### config.mk
export PLATFORM = sky130hd
export DESIGN_NAME = pulse_width_frame_decoder_flat
export DESIGN_NICKNAME = d
export VERILOG_FILES = /design/src/sv/pwfd_pkg.sv /design/src/sv/pwfd_stream_if.sv /design/src/sv/pwfd_cfg.sv /design/src/sv/pwfd_core.sv /design/src/sv/pulse_width_frame_decoder.sv /design/src/flat_wrapper.sv
export SDC_FILE = /design/constraint.sdc
export NUM_CORES = 1
export LEC_CHECK = 0
export ABC_AREA = 1
export BUFFER_PORTS_ARGS = -buffer_cell sky130_fd_sc_hd__buf_2
export CORE_MARGIN = 5
export CORE_UTILIZATION = 66
export DETAILED_ROUTE_END_ITERATION = 10
export GPL_TIMING_DRIVEN = 0
export PLACE_DENSITY = 0.95
export SYNTH_ARGS = -nofsm -noshare
export SYNTH_HDL_FRONTEND = slang
export SYNTH_SLANG_ARGS = --single-unit
### constraint.sdc
create_clock -name clk -period 6.6 [get_ports clk]
set_input_delay 0.33 -clock clk [delete_from_list [all_inputs] [get_ports clk]]
set_output_delay 0.33 -clock clk [all_outputs]
set_load 0.01 [all_outputs]
### src/sv/pwfd_pkg.sv
`default_nettype none
// ---------------------------------------------------------------------------
// pwfd_pkg
// Types, register codes and defaults shared by the pulse width frame decoder.
// ---------------------------------------------------------------------------
package pwfd_pkg;

	localparam int EDGES_PER_FRAME_DEF = 80;
	localparam int FRAME_BITS_DEF      = 40;

	localparam int TIME_W    = 32;
	localparam int CFG_W     = 10;
	localparam int CFG_IDX_W = 3;
	localparam int TALLY_W   = 7;
	localparam int BYTE_W    = 8;
	localparam int WORD_W    = 40;

	typedef enum logic [CFG_IDX_W-1:0] {
		REG_ZERO_LOW   = 3'd0,
		REG_ZERO_HIGH  = 3'd1,
		REG_ONE_LOW    = 3'd2,
		REG_ONE_HIGH   = 3'd3,
		REG_START_LOW  = 3'd4,
		REG_START_HIGH = 3'd5
	} cfg_reg_t;

	localparam logic [CFG_W-1:0] ZERO_LOW_RST   = 10'd10;
	localparam logic [CFG_W-1:0] ZERO_HIGH_RST  = 10'd40;
	localparam logic [CFG_W-1:0] ONE_LOW_RST    = 10'd55;
	localparam logic [CFG_W-1:0] ONE_HIGH_RST   = 10'd90;
	localparam logic [CFG_W-1:0] START_LOW_RST  = 10'd30;
	localparam logic [CFG_W-1:0] START_HIGH_RST = 10'd70;

	typedef struct packed {
		logic [CFG_W-1:0] zero_low_us;
		logic [CFG_W-1:0] zero_high_us;
		logic [CFG_W-1:0] one_low_us;
		logic [CFG_W-1:0] one_high_us;
		logic [CFG_W-1:0] start_low_us;
		logic [CFG_W-1:0] start_high_us;
	} pwfd_cfg_t;

	typedef struct packed {
		logic [TIME_W-1:0] edge_time;
		logic              frame_start;
	} pwfd_edge_t;

	typedef struct packed {
		logic [BYTE_W-1:0]  humidity_whole;
		logic [BYTE_W-1:0]  humidity_frac;
		logic [BYTE_W-1:0]  temp_whole;
		logic [BYTE_W-1:0]  temp_frac;
		logic [BYTE_W-1:0]  check_byte;
		logic [TALLY_W-1:0] pulse_errors;
		logic               frame_ok;
	} pwfd_frame_t;

endpackage
`default_nettype wire

### src/sv/pwfd_stream_if.sv
`default_nettype none
// ---------------------------------------------------------------------------
// pwfd_stream_if
// Valid/ready channel carrying one payload beat per handshake.
// ---------------------------------------------------------------------------
interface pwfd_stream_if #(
	parameter type T = logic
) ();
	logic valid;
	logic ready;
	T     data;

	modport source (output valid, output data, input ready);
	modport sink   (input valid, input data, output ready);
endinterface
`default_nettype wire

### src/sv/pwfd_cfg.sv
`default_nettype none
// ---------------------------------------------------------------------------
// pwfd_cfg
// Timing window registers, written through a plain write port.
// ---------------------------------------------------------------------------
module pwfd_cfg
	import pwfd_pkg::*;
(
	input  wire logic                 clk,
	input  wire logic                 arst_n,
	input  wire logic                 cfg_we,
	input  wire logic [CFG_IDX_W-1:0] cfg_index,
	input  wire logic [CFG_W-1:0]     cfg_data,
	output pwfd_cfg_t                 cfg
);

	pwfd_cfg_t cfg_q;

	always_ff @(posedge clk or negedge arst_n) begin
		if (!arst_n) begin
			cfg_q.zero_low_us   <= ZERO_LOW_RST;
			cfg_q.zero_high_us  <= ZERO_HIGH_RST;
			cfg_q.one_low_us    <= ONE_LOW_RST;
			cfg_q.one_high_us   <= ONE_HIGH_RST;
			cfg_q.start_low_us  <= START_LOW_RST;
			cfg_q.start_high_us <= START_HIGH_RST;
		end else if (cfg_we) begin
			unique case (cfg_reg_t'(cfg_index))
				REG_ZERO_LOW:   cfg_q.zero_low_us   <= cfg_data;
				REG_ZERO_HIGH:  cfg_q.zero_high_us  <= cfg_data;
				REG_ONE_LOW:    cfg_q.one_low_us    <= cfg_data;
				REG_ONE_HIGH:   cfg_q.one_high_us   <= cfg_data;
				REG_START_LOW:  cfg_q.start_low_us  <= cfg_data;
				REG_START_HIGH: cfg_q.start_high_us <= cfg_data;
				default: ;
			endcase
		end
	end

	assign cfg = cfg_q;

endmodule
`default_nettype wire

### src/sv/pwfd_core.sv
`default_nettype none
// ---------------------------------------------------------------------------
// pwfd_core
// Edge input register, gap classification, bit shift and result register.
// ---------------------------------------------------------------------------
module pwfd_core
	import pwfd_pkg::*;
#(
	parameter int EDGES_PER_FRAME = EDGES_PER_FRAME_DEF,
	parameter int FRAME_BITS      = FRAME_BITS_DEF
) (
	input  wire logic       clk,
	input  wire logic       arst_n,
	input  wire pwfd_cfg_t  cfg,
	pwfd_stream_if.sink     edges,
	pwfd_stream_if.source   frames
);

	localparam int CntW = $clog2(EDGES_PER_FRAME + 1);
	localparam logic [TALLY_W-1:0] TallyMax = '1;

	// input stage
	logic       s1_valid_q;
	pwfd_edge_t edge_s1;
	logic       advance;

	// frame state
	logic [CntW-1:0]       edge_count_q;
	logic [TIME_W-1:0]     last_edge_q;
	logic [FRAME_BITS-1:0] shift_q;
	logic [TALLY_W-1:0]    tally_q;

	// result register
	logic        out_valid_q;
	pwfd_frame_t out_q;

	logic [TIME_W-1:0]     gap;
	logic                  in_zero, in_one, in_start;
	logic                  data_gap, gap_err, bit_val;
	logic [CntW-1:0]       count_inc;
	logic                  active, done, emit;
	logic [FRAME_BITS-1:0] shift_nxt;
	logic [TALLY_W-1:0]    tally_nxt;
	logic [WORD_W-1:0]     word;
	logic [BYTE_W-1:0]     byte_sum;
	pwfd_frame_t           res;

	assign advance      = s1_valid_q && (!out_valid_q || frames.ready);
	assign edges.ready  = !s1_valid_q || advance;
	assign frames.valid = out_valid_q;
	assign frames.data  = out_q;

	always_ff @(posedge clk or negedge arst_n) begin
		if (!arst_n) begin
			s1_valid_q <= 1'b0;
		end else if (edges.valid && edges.ready) begin
			s1_valid_q <= 1'b1;
		end else if (advance) begin
			s1_valid_q <= 1'b0;
		end
	end

	always_ff @(posedge clk) begin
		if (edges.valid && edges.ready) begin
			edge_s1 <= edges.data;
		end
	end

	always_comb begin
		gap      = edge_s1.edge_time - last_edge_q;
		in_zero  = gap > TIME_W'(cfg.zero_low_us) && gap < TIME_W'(cfg.zero_high_us);
		in_one   = gap > TIME_W'(cfg.one_low_us) && gap < TIME_W'(cfg.one_high_us);
		in_start = gap > TIME_W'(cfg.start_low_us) && gap < TIME_W'(cfg.start_high_us);
		// gaps are numbered from zero; even gap while the edge count is odd
		data_gap = edge_count_q[0];
		gap_err  = data_gap ? !(in_zero || in_one) : !in_start;
		bit_val  = !in_zero && in_one;

		active    = edge_count_q != '0;
		count_inc = edge_count_q + CntW'(1);
		done      = count_inc >= CntW'(EDGES_PER_FRAME);
		emit      = !edge_s1.frame_start && active && done;

		shift_nxt = data_gap ? {shift_q[FRAME_BITS-2:0], bit_val} : shift_q;
		tally_nxt = (gap_err && tally_q != TallyMax) ? tally_q + TALLY_W'(1) : tally_q;
	end

	generate
		if (FRAME_BITS >= WORD_W) begin : g_word_top
			assign word = shift_nxt[FRAME_BITS-1 -: WORD_W];
		end else begin : g_word_pad
			assign word = {shift_nxt, {(WORD_W - FRAME_BITS){1'b0}}};
		end
	endgenerate

	always_comb begin
		res.humidity_whole = word[39:32];
		res.humidity_frac  = word[31:24];
		res.temp_whole     = word[23:16];
		res.temp_frac      = word[15:8];
		res.check_byte     = word[7:0];
		byte_sum = res.humidity_whole + res.humidity_frac + res.temp_whole + res.temp_frac;
		res.pulse_errors   = tally_nxt;
		res.frame_ok       = (tally_nxt == '0) && (byte_sum == res.check_byte);
	end

	always_ff @(posedge clk or negedge arst_n) begin
		if (!arst_n) begin
			edge_count_q <= '0;
			last_edge_q  <= '0;
			shift_q      <= '0;
			tally_q      <= '0;
		end else if (advance) begin
			if (edge_s1.frame_start) begin
				edge_count_q <= CntW'(1);
				last_edge_q  <= edge_s1.edge_time;
				shift_q      <= '0;
				tally_q      <= '0;
			end else if (active) begin
				edge_count_q <= done ? '0 : count_inc;
				last_edge_q  <= edge_s1.edge_time;
				shift_q      <= shift_nxt;
				tally_q      <= tally_nxt;
			end
		end
	end

	always_ff @(posedge clk or negedge arst_n) begin
		if (!arst_n) begin
			out_valid_q <= 1'b0;
		end else if (advance && emit) begin
			out_valid_q <= 1'b1;
		end else if (frames.ready) begin
			out_valid_q <= 1'b0;
		end
	end

	always_ff @(posedge clk) begin
		if (advance && emit) begin
			out_q <= res;
		end
	end

endmodule
`default_nettype wire

### src/sv/pulse_width_frame_decoder.sv
`default_nettype none
// ---------------------------------------------------------------------------
// pulse_width_frame_decoder
// Decodes a pulse-width framed 40-bit sensor word from line edge timestamps.
// ---------------------------------------------------------------------------
// One edge timestamp is taken per clock while the input is not stalled. Each
// beat is held in an input register, where a single 32-bit subtract, three
// window compares and a one-bit shift update the frame state; the last edge
// of a frame loads the result register from the input register, and the
// frame beat is presented from the result register. The sustained rate is
// one edge per cycle; the input stalls only while a result sits unread in
// the result register. A frame_start edge restarts the frame at any time,
// and edges outside a frame are dropped. Window registers are written
// through cfg_we/cfg_index/cfg_data; the user must write them only while no
// edge is in flight, as the block itself does not enforce this.
module pulse_width_frame_decoder
	import pwfd_pkg::*;
#(
	parameter int EDGES_PER_FRAME = EDGES_PER_FRAME_DEF,
	parameter int FRAME_BITS      = FRAME_BITS_DEF
) (
	input  wire logic                 clk,
	input  wire logic                 arst_n,
	input  wire logic                 cfg_we,
	input  wire logic [CFG_IDX_W-1:0] cfg_index,
	input  wire logic [CFG_W-1:0]     cfg_data,
	pwfd_stream_if.sink               edges,
	pwfd_stream_if.source             frames
);

	pwfd_cfg_t cfg;

	pwfd_cfg u_cfg (
		.clk       (clk),
		.arst_n    (arst_n),
		.cfg_we    (cfg_we),
		.cfg_index (cfg_index),
		.cfg_data  (cfg_data),
		.cfg       (cfg)
	);

	pwfd_core #(
		.EDGES_PER_FRAME (EDGES_PER_FRAME),
		.FRAME_BITS      (FRAME_BITS)
	) u_core (
		.clk    (clk),
		.arst_n (arst_n),
		.cfg    (cfg),
		.edges  (edges),
		.frames (frames)
	);

`ifndef SYNTHESIS
	a_ok_no_errors: assert property (@(posedge clk) disable iff (!arst_n)
		frames.valid && frames.data.frame_ok |-> frames.data.pulse_errors == '0)
		else $error("frame_ok set with nonzero error count");

	a_ok_checksum: assert property (@(posedge clk) disable iff (!arst_n)
		frames.valid && frames.data.frame_ok |->
		BYTE_W'(frames.data.humidity_whole + frames.data.humidity_frac +
			frames.data.temp_whole + frames.data.temp_frac) == frames.data.check_byte)
		else $error("frame_ok set with checksum mismatch");

	a_edge_ready_on_drain: assert property (@(posedge clk) disable iff (!arst_n)
		!frames.valid |-> edges.ready)
		else $error("edge input stalled with empty result register");
`endif

endmodule
`default_nettype wire

### src/flat_wrapper.sv
// flat-port wrapper written by rule: the top's interface ports become plain ports
module pulse_width_frame_decoder_flat import pwfd_pkg::*;
#(
	parameter int EDGES_PER_FRAME = EDGES_PER_FRAME_DEF,
	parameter int FRAME_BITS      = FRAME_BITS_DEF
)
  (clk, arst_n, cfg_we, cfg_index, cfg_data, edges_valid, edges_data, edges_ready, frames_valid, frames_data, frames_ready);
  pwfd_stream_if #(.T(pwfd_edge_t)) edges_i ();
  pwfd_stream_if #(.T(pwfd_frame_t)) frames_i ();
  input  wire logic clk;
  input  wire logic arst_n;
  input  wire logic cfg_we;
  input  wire logic [CFG_IDX_W-1:0] cfg_index;
  input  wire logic [CFG_W-1:0] cfg_data;
  input wire logic [$bits(edges_i.valid)-1:0] edges_valid;
  input wire logic [$bits(edges_i.data)-1:0] edges_data;
  output wire logic [$bits(edges_i.ready)-1:0] edges_ready;
  output wire logic [$bits(frames_i.valid)-1:0] frames_valid;
  output wire logic [$bits(frames_i.data)-1:0] frames_data;
  input wire logic [$bits(frames_i.ready)-1:0] frames_ready;
  assign edges_i.valid = edges_valid;
  assign edges_i.data = edges_data;
  assign edges_ready = edges_i.ready;
  assign frames_valid = frames_i.valid;
  assign frames_data = frames_i.data;
  assign frames_i.ready = frames_ready;
  pulse_width_frame_decoder #(.EDGES_PER_FRAME(EDGES_PER_FRAME), .FRAME_BITS(FRAME_BITS)) u_core (.clk(clk), .arst_n(arst_n), .cfg_we(cfg_we), .cfg_index(cfg_index), .cfg_data(cfg_data), .edges(edges_i), .frames(frames_i));
endmodule
---- Word-level counts from Yosys, hierarchy flattened ----
Index checks and enable logic that the tools add are counted.
word-level totals
  memories kept ........................... 0
  output and inout bits ................... 50
  bits of input ports ..................... 51
  latch bits .............................. 0
  memory bits (writable) .................. 0
  word-level logic and storage cells ...... 90
  ROM bits ................................ 0
  flip-flop bits (word level) ............. 229
operators by class
  divide/modulo/power cells ............... 0
  multiply operators ...................... 0
  $add $sub $neg .......................... 6
  equality and inequality tests ........... 7
  reduce and logical (&&, ||, !) cells .... 33
  $lt $le $gt $ge ......................... 7
  bitwise operators ....................... 0
  shifts and indexed selects .............. 0
  muxes and demuxes ....................... 16
operators with widths
  operator               number
  $mux W40               3
  $gt A32 B10 Y1         3
  $lt A32 B10 Y1         3
  $mux W32               2
  $mux W7                6
  $sub A32 B32 Y32       1
  $add A8 B8 Y8          3
  $add A7 B1 Y7 const B  2
  $reduce_and A2 Y1      7
  $logic_and A1 B1 Y1    11
  $eq A8 B8 Y1           1
  $ge A7 B7 Y1 const B   1
  $logic_not A7 Y1       1
  $ne A7 B7 Y1 const B   1
  $reduce_bool A7 Y1     1
  $eq A3 B2 Y1 const B   2
  $eq A3 B3 Y1 const B   2
  $logic_not A1 Y1       6
  $reduce_bool A2 Y1     3
  $mux W1                5
  $eq A3 B1 Y1 const B   1
  $logic_not A3 Y1       1
  $logic_or A1 B1 Y1     3

---- Logic depth before layout (Yosys ltp) ----
  depth in word-level cells ............... 11
  depth in mapped cells ................... 30
  gate-level depth less buffers ........... 30

---- Hierarchy ----
From an unflattened synthesis, not the netlist that was laid out.
unflattened totals
  cell total of the unflattened synthesis .. 1,792
  area, all modules ....................... 14,096.0 um^2
by module, submodules not included
  module     cells an instance  times used  area each (um^2)
  pwfd_core  1,522              1           11,626.2
  pwfd_cfg   270                1           2,469.9

---- Worst setup path before layout ----
OpenSTA, ideal clock, no wires.
  kind .................................... flip-flop to flip-flop
  from .................................... reg u_core.u_core.edge_count_q[0]
  to ...................................... reg u_core.u_core.out_q (netlist bit u_core.u_core.frames.data[0]), data pin
  library setup time ...................... 138 ps
  clock period less this slack ............ 4,345 ps
  stages on the path, launching flop included .. 23
  data required time ...................... 6,462 ps
  data arrival time ....................... 4,207 ps
  buffers on the path ..................... 4
  path slack .............................. 2,255 ps
  cells stage by stage .................... dfrtp_1 > buf_4 > clkbuf_8 > clkbuf_1 > clkbuf_1 > nand2_1 > o21ai_0 > fa_1 > fa_1 > ha_1 > inv_1 > fa_1 > o21ai_0 > xor2_1 > nor2_1 > nor4_1 > nand4_1 > nand3b_1 > nor2_1 > nand3_1 > nor2_1 > nand3_1 > nor2_1
RTL lines
  what                      RTL line          RTL
  start: declaration        pwfd_core.sv:28   logic [CntW-1:0] edge_count_q;
  start signal: assignment  pwfd_core.sv:115  edge_count_q <= CntW'(1);
  start signal: assignment  pwfd_core.sv:120  edge_count_q <= done ? '0 : count_inc;
  end signal: assignment    pwfd_core.sv:140  out_q <= res;
  end: declaration          pwfd_core.sv:35   pwfd_frame_t out_q;

==> run metrics <==
post-synthesis mux area share 0%; leakage power ~8.0 nW; area grow syn2layout 14.67%; Final Max Tran Viols 0; minimum clock period ~5500 ps; Critical Path AT around 6000 ps; post-route setup TNS 0 ps; CTS Buf Count 24; CTS tree yes; number of remaining DRC errors 0; element type at the critical path end flip-flop; grt met1 use a little under two fifths; Antenna diodes 0; synthesized area per cell about 8 um^2; final wirelength roughly 37,000 um; Port Buf Inserts 100; Die W roughly 150 um; WL per Instance about 17 um; Adder-Cell Fraction of Synth Area 11.11%; largest family of logic cells by synthesized area simple AND/OR/NAND/NOR gates; initial antenna violation count 0; routability cong. around 1; Final Hold Violating Endpoints 0; Core Util, Final a little under 80%; required time of the critical path 6990 ps; nets@finish just over 2k; CP max FO 10; synthesized area approximately 14,000 um^2; initial core utilization 67.47%; CP Launch Type flip-flop; post-route ant nets 0; clock sinks about 230; GRT busiest layer met2; Boundary Pins 101; highest clock rate ~0.18 GHz; Clock Latency Late Sink ~540 ps; top cell type's share of synthesized area 23.31%; unrepaired setup endpoints after global routing false; Cell Rows 52; Crit Path Class reg2reg; sequential area share after synthesis between 40% and 50%; gr usage total between 30% and 40%; hold slack ~30 ps; Simple-Gate Fraction of Synth Area 21.64%; grt met2 use 55.12%; Mapped Cells roughly 1.7k; fraction of layout cells with a size suffix above 1 between 10% and 20%; Synth async-reset ratio about 65%; Ys Warns 0; part of the cycle the worst path needs 83.27%; cell taking the most area after synthesis dfrtp_1; first-pass GRT wire length around 60,000 um; htree depth 1; Netlist cell types 48; XOR/XNOR share of the synthesized area between 2 and 2.5%; Clock Pin Slew Worst Setup and Hold Paths about 60 ps; Max-cap violations 0; DR pass1 iterations 6; Synth Net Count between 1.5k and 2k; worst min path class in2reg; synth top area cells dfrtp_1, edfxtp_1, nand2_1; via count of the first global-routing pass 12.79k; largest net degree at the start of global routing between 100 and 150; Layout Skew between 10 and 15 ps; Post-CTS Hold Buffers 34; # Post-CTS Setup Buffers 0; post_cts resized 0; Die Height about 150 um; Worst Max-Slew Pin Slew 1244 ps; EDFF count, synth between 80 and 90; Core Area between 20,000 and 25,000 um^2; clk buf depth 3; outcome completed; grt ovf 0; compound-cell area share of the yosys netlist 9.934%; final-report setup violation count 0; post-detail-place hpwl between 20,000 and 30,000 um; die area 23,810 um^2; met3 Usage GRT around 6.0%; vias per cell about 5.8; Vias around 13k; P per Cell Area 354.9 nW/um^2; flops & latches, synth 229; Top FF cell, synth dfrtp_1; initial DRC count 1,512; Max VDD drop about 0.27 mV; Slew HR ~17%; clock root buffer clkbuf_16
[cells by family after synthesis]
kind of cell	Yosys count
AOI/OAI and AO/OA	258
and+or+nand+nor	712
DFF	229
buffers and inverters	375
adders and majority gates	113
xor gates and xnor gates	33
[power by group]
group	total (mW)	internal (mW)	switching [mW]	leakage, nW
registers	1.79	1.68	0.111	2.63
logic	2.47	0.854	1.62	5.03
clock network	1.33	0.772	0.556	0.380
[path summary, 6_finish.rpt]
| path | cells past startpoint | to | startpoint | slack (ps) |
|---|---|---|---|---|
| setup / recovery | 22 | u_core.u_core.frames.data[0] | u_core.u_core.edge_count_q[0] | 1100 |
| hold / removal | 3 | u_core.u_core.s1_valid_q | edges_valid | 30 |
| setup reg to reg | 22 | u_core.u_core.frames.data[0] | u_core.u_core.edge_count_q[0] | 1100 |
| hold reg to reg | 2 | u_core.u_cfg.cfg[41] | u_core.u_cfg.cfg[41] | 490 |
| max in group asynchronous | 3 | u_core.u_core.shift_q[9] | arst_n | 5390 |
| min in group asynchronous | 2 | u_core.u_core.last_edge_q[4] | arst_n | 300 |
[cells in the final DEF, fill, tap and decap left out, drive strengths merged, types with 20 or more instances in the layout]
cell type,n
clkbuf,67
nand2,535
dfrtp,128
xor2,23
ha,98
a21oi,52
inv,336
o21ai,173
dlygate4sd3,34
buf,104
edfxtp,81
nand3,50
nand4,22
nor2,77
dfstp,20
[Yosys cell counts, drive strengths merged (2+ instances only)]
cell type    n
and2         5
nand4       22
xnor2       10
o21ai      173
a21oi       52
o22ai       15
o21a         4
nand2      535
nand3b       8
xor2        23
dfstp       20
nor4         2
inv        336
clkbuf      36
o211ai       3
nor2        77
fa          15
buf          2
a21boi       2
ha          98
nor3         9
a22o         4
or2          2
nand3       50
dfrtp      128
o21bai       3
edfxtp      81
[state kept, by name, indices dropped and copies added, names as in the netlist]
| name | flops |
|---|---|
| u_core.u_cfg.cfg | 60 |
| u_core.u_core.frames.data | 48 |
| u_core.u_core.shift_q | 40 |
| u_core.u_core.edge_s1 | 33 |
| u_core.u_core.last_edge_q | 32 |
| u_core.u_core.edge_count_q | 7 |
| u_core.u_core.tally_q | 7 |
| u_core.u_core.frames.valid | 1 |
| u_core.u_core.s1_valid_q | 1 |
[critical path: stages (launching register included)]
cell,delay [ps]
dfrtp_1,360
buf_4,170
clkbuf_8,200
clkbuf_1,390
clkbuf_1,480
nand2_1,140
o21ai_0,230
fa_1,530
fa_1,520
ha_1,170
inv_1,60
fa_1,400
o21ai_0,280
xor2_1,240
nor2_1,80
nor4_1,220
nand4_1,140
nand3b_1,190
nor2_1,100
nand3_1,100
nor2_1,90
nand3_1,130
nor2_1,130
[metal layers]
metal / routed length, um / vias to the layer above
met5: 0 / -
met4: 1960 / 0
met3: 3503 / 212
met2: 18620 / 782
met1: 13290 / 5790
li1: - / 5750
[area by class of cell]
cell class	instances	area [um^2]
inverters	337	1267
clock inverters	13	128.9
clock buffers	31	646.9
repair buffers	136	894.6
flip-flops and latches	229	6161
plain buffers	38	157.7
well taps	270	337.8
multi-input cells	1116	6162
fillers	1300	4608
[metrics by stage]
step	instances	power, mW	instance area (um^2)	worst slack (ps)
after floorplan	1720	3.457	13740	2255
after global placement	2090	3.924	14580	1534
after detailed placement	2092	4.099	14640	1312
after CTS	2170	5.520	15760	1246
after global routing	2170	5.951	15760	818.5
final	2170	5.592	15760	1104
Power figures use the tool's default switching activity.
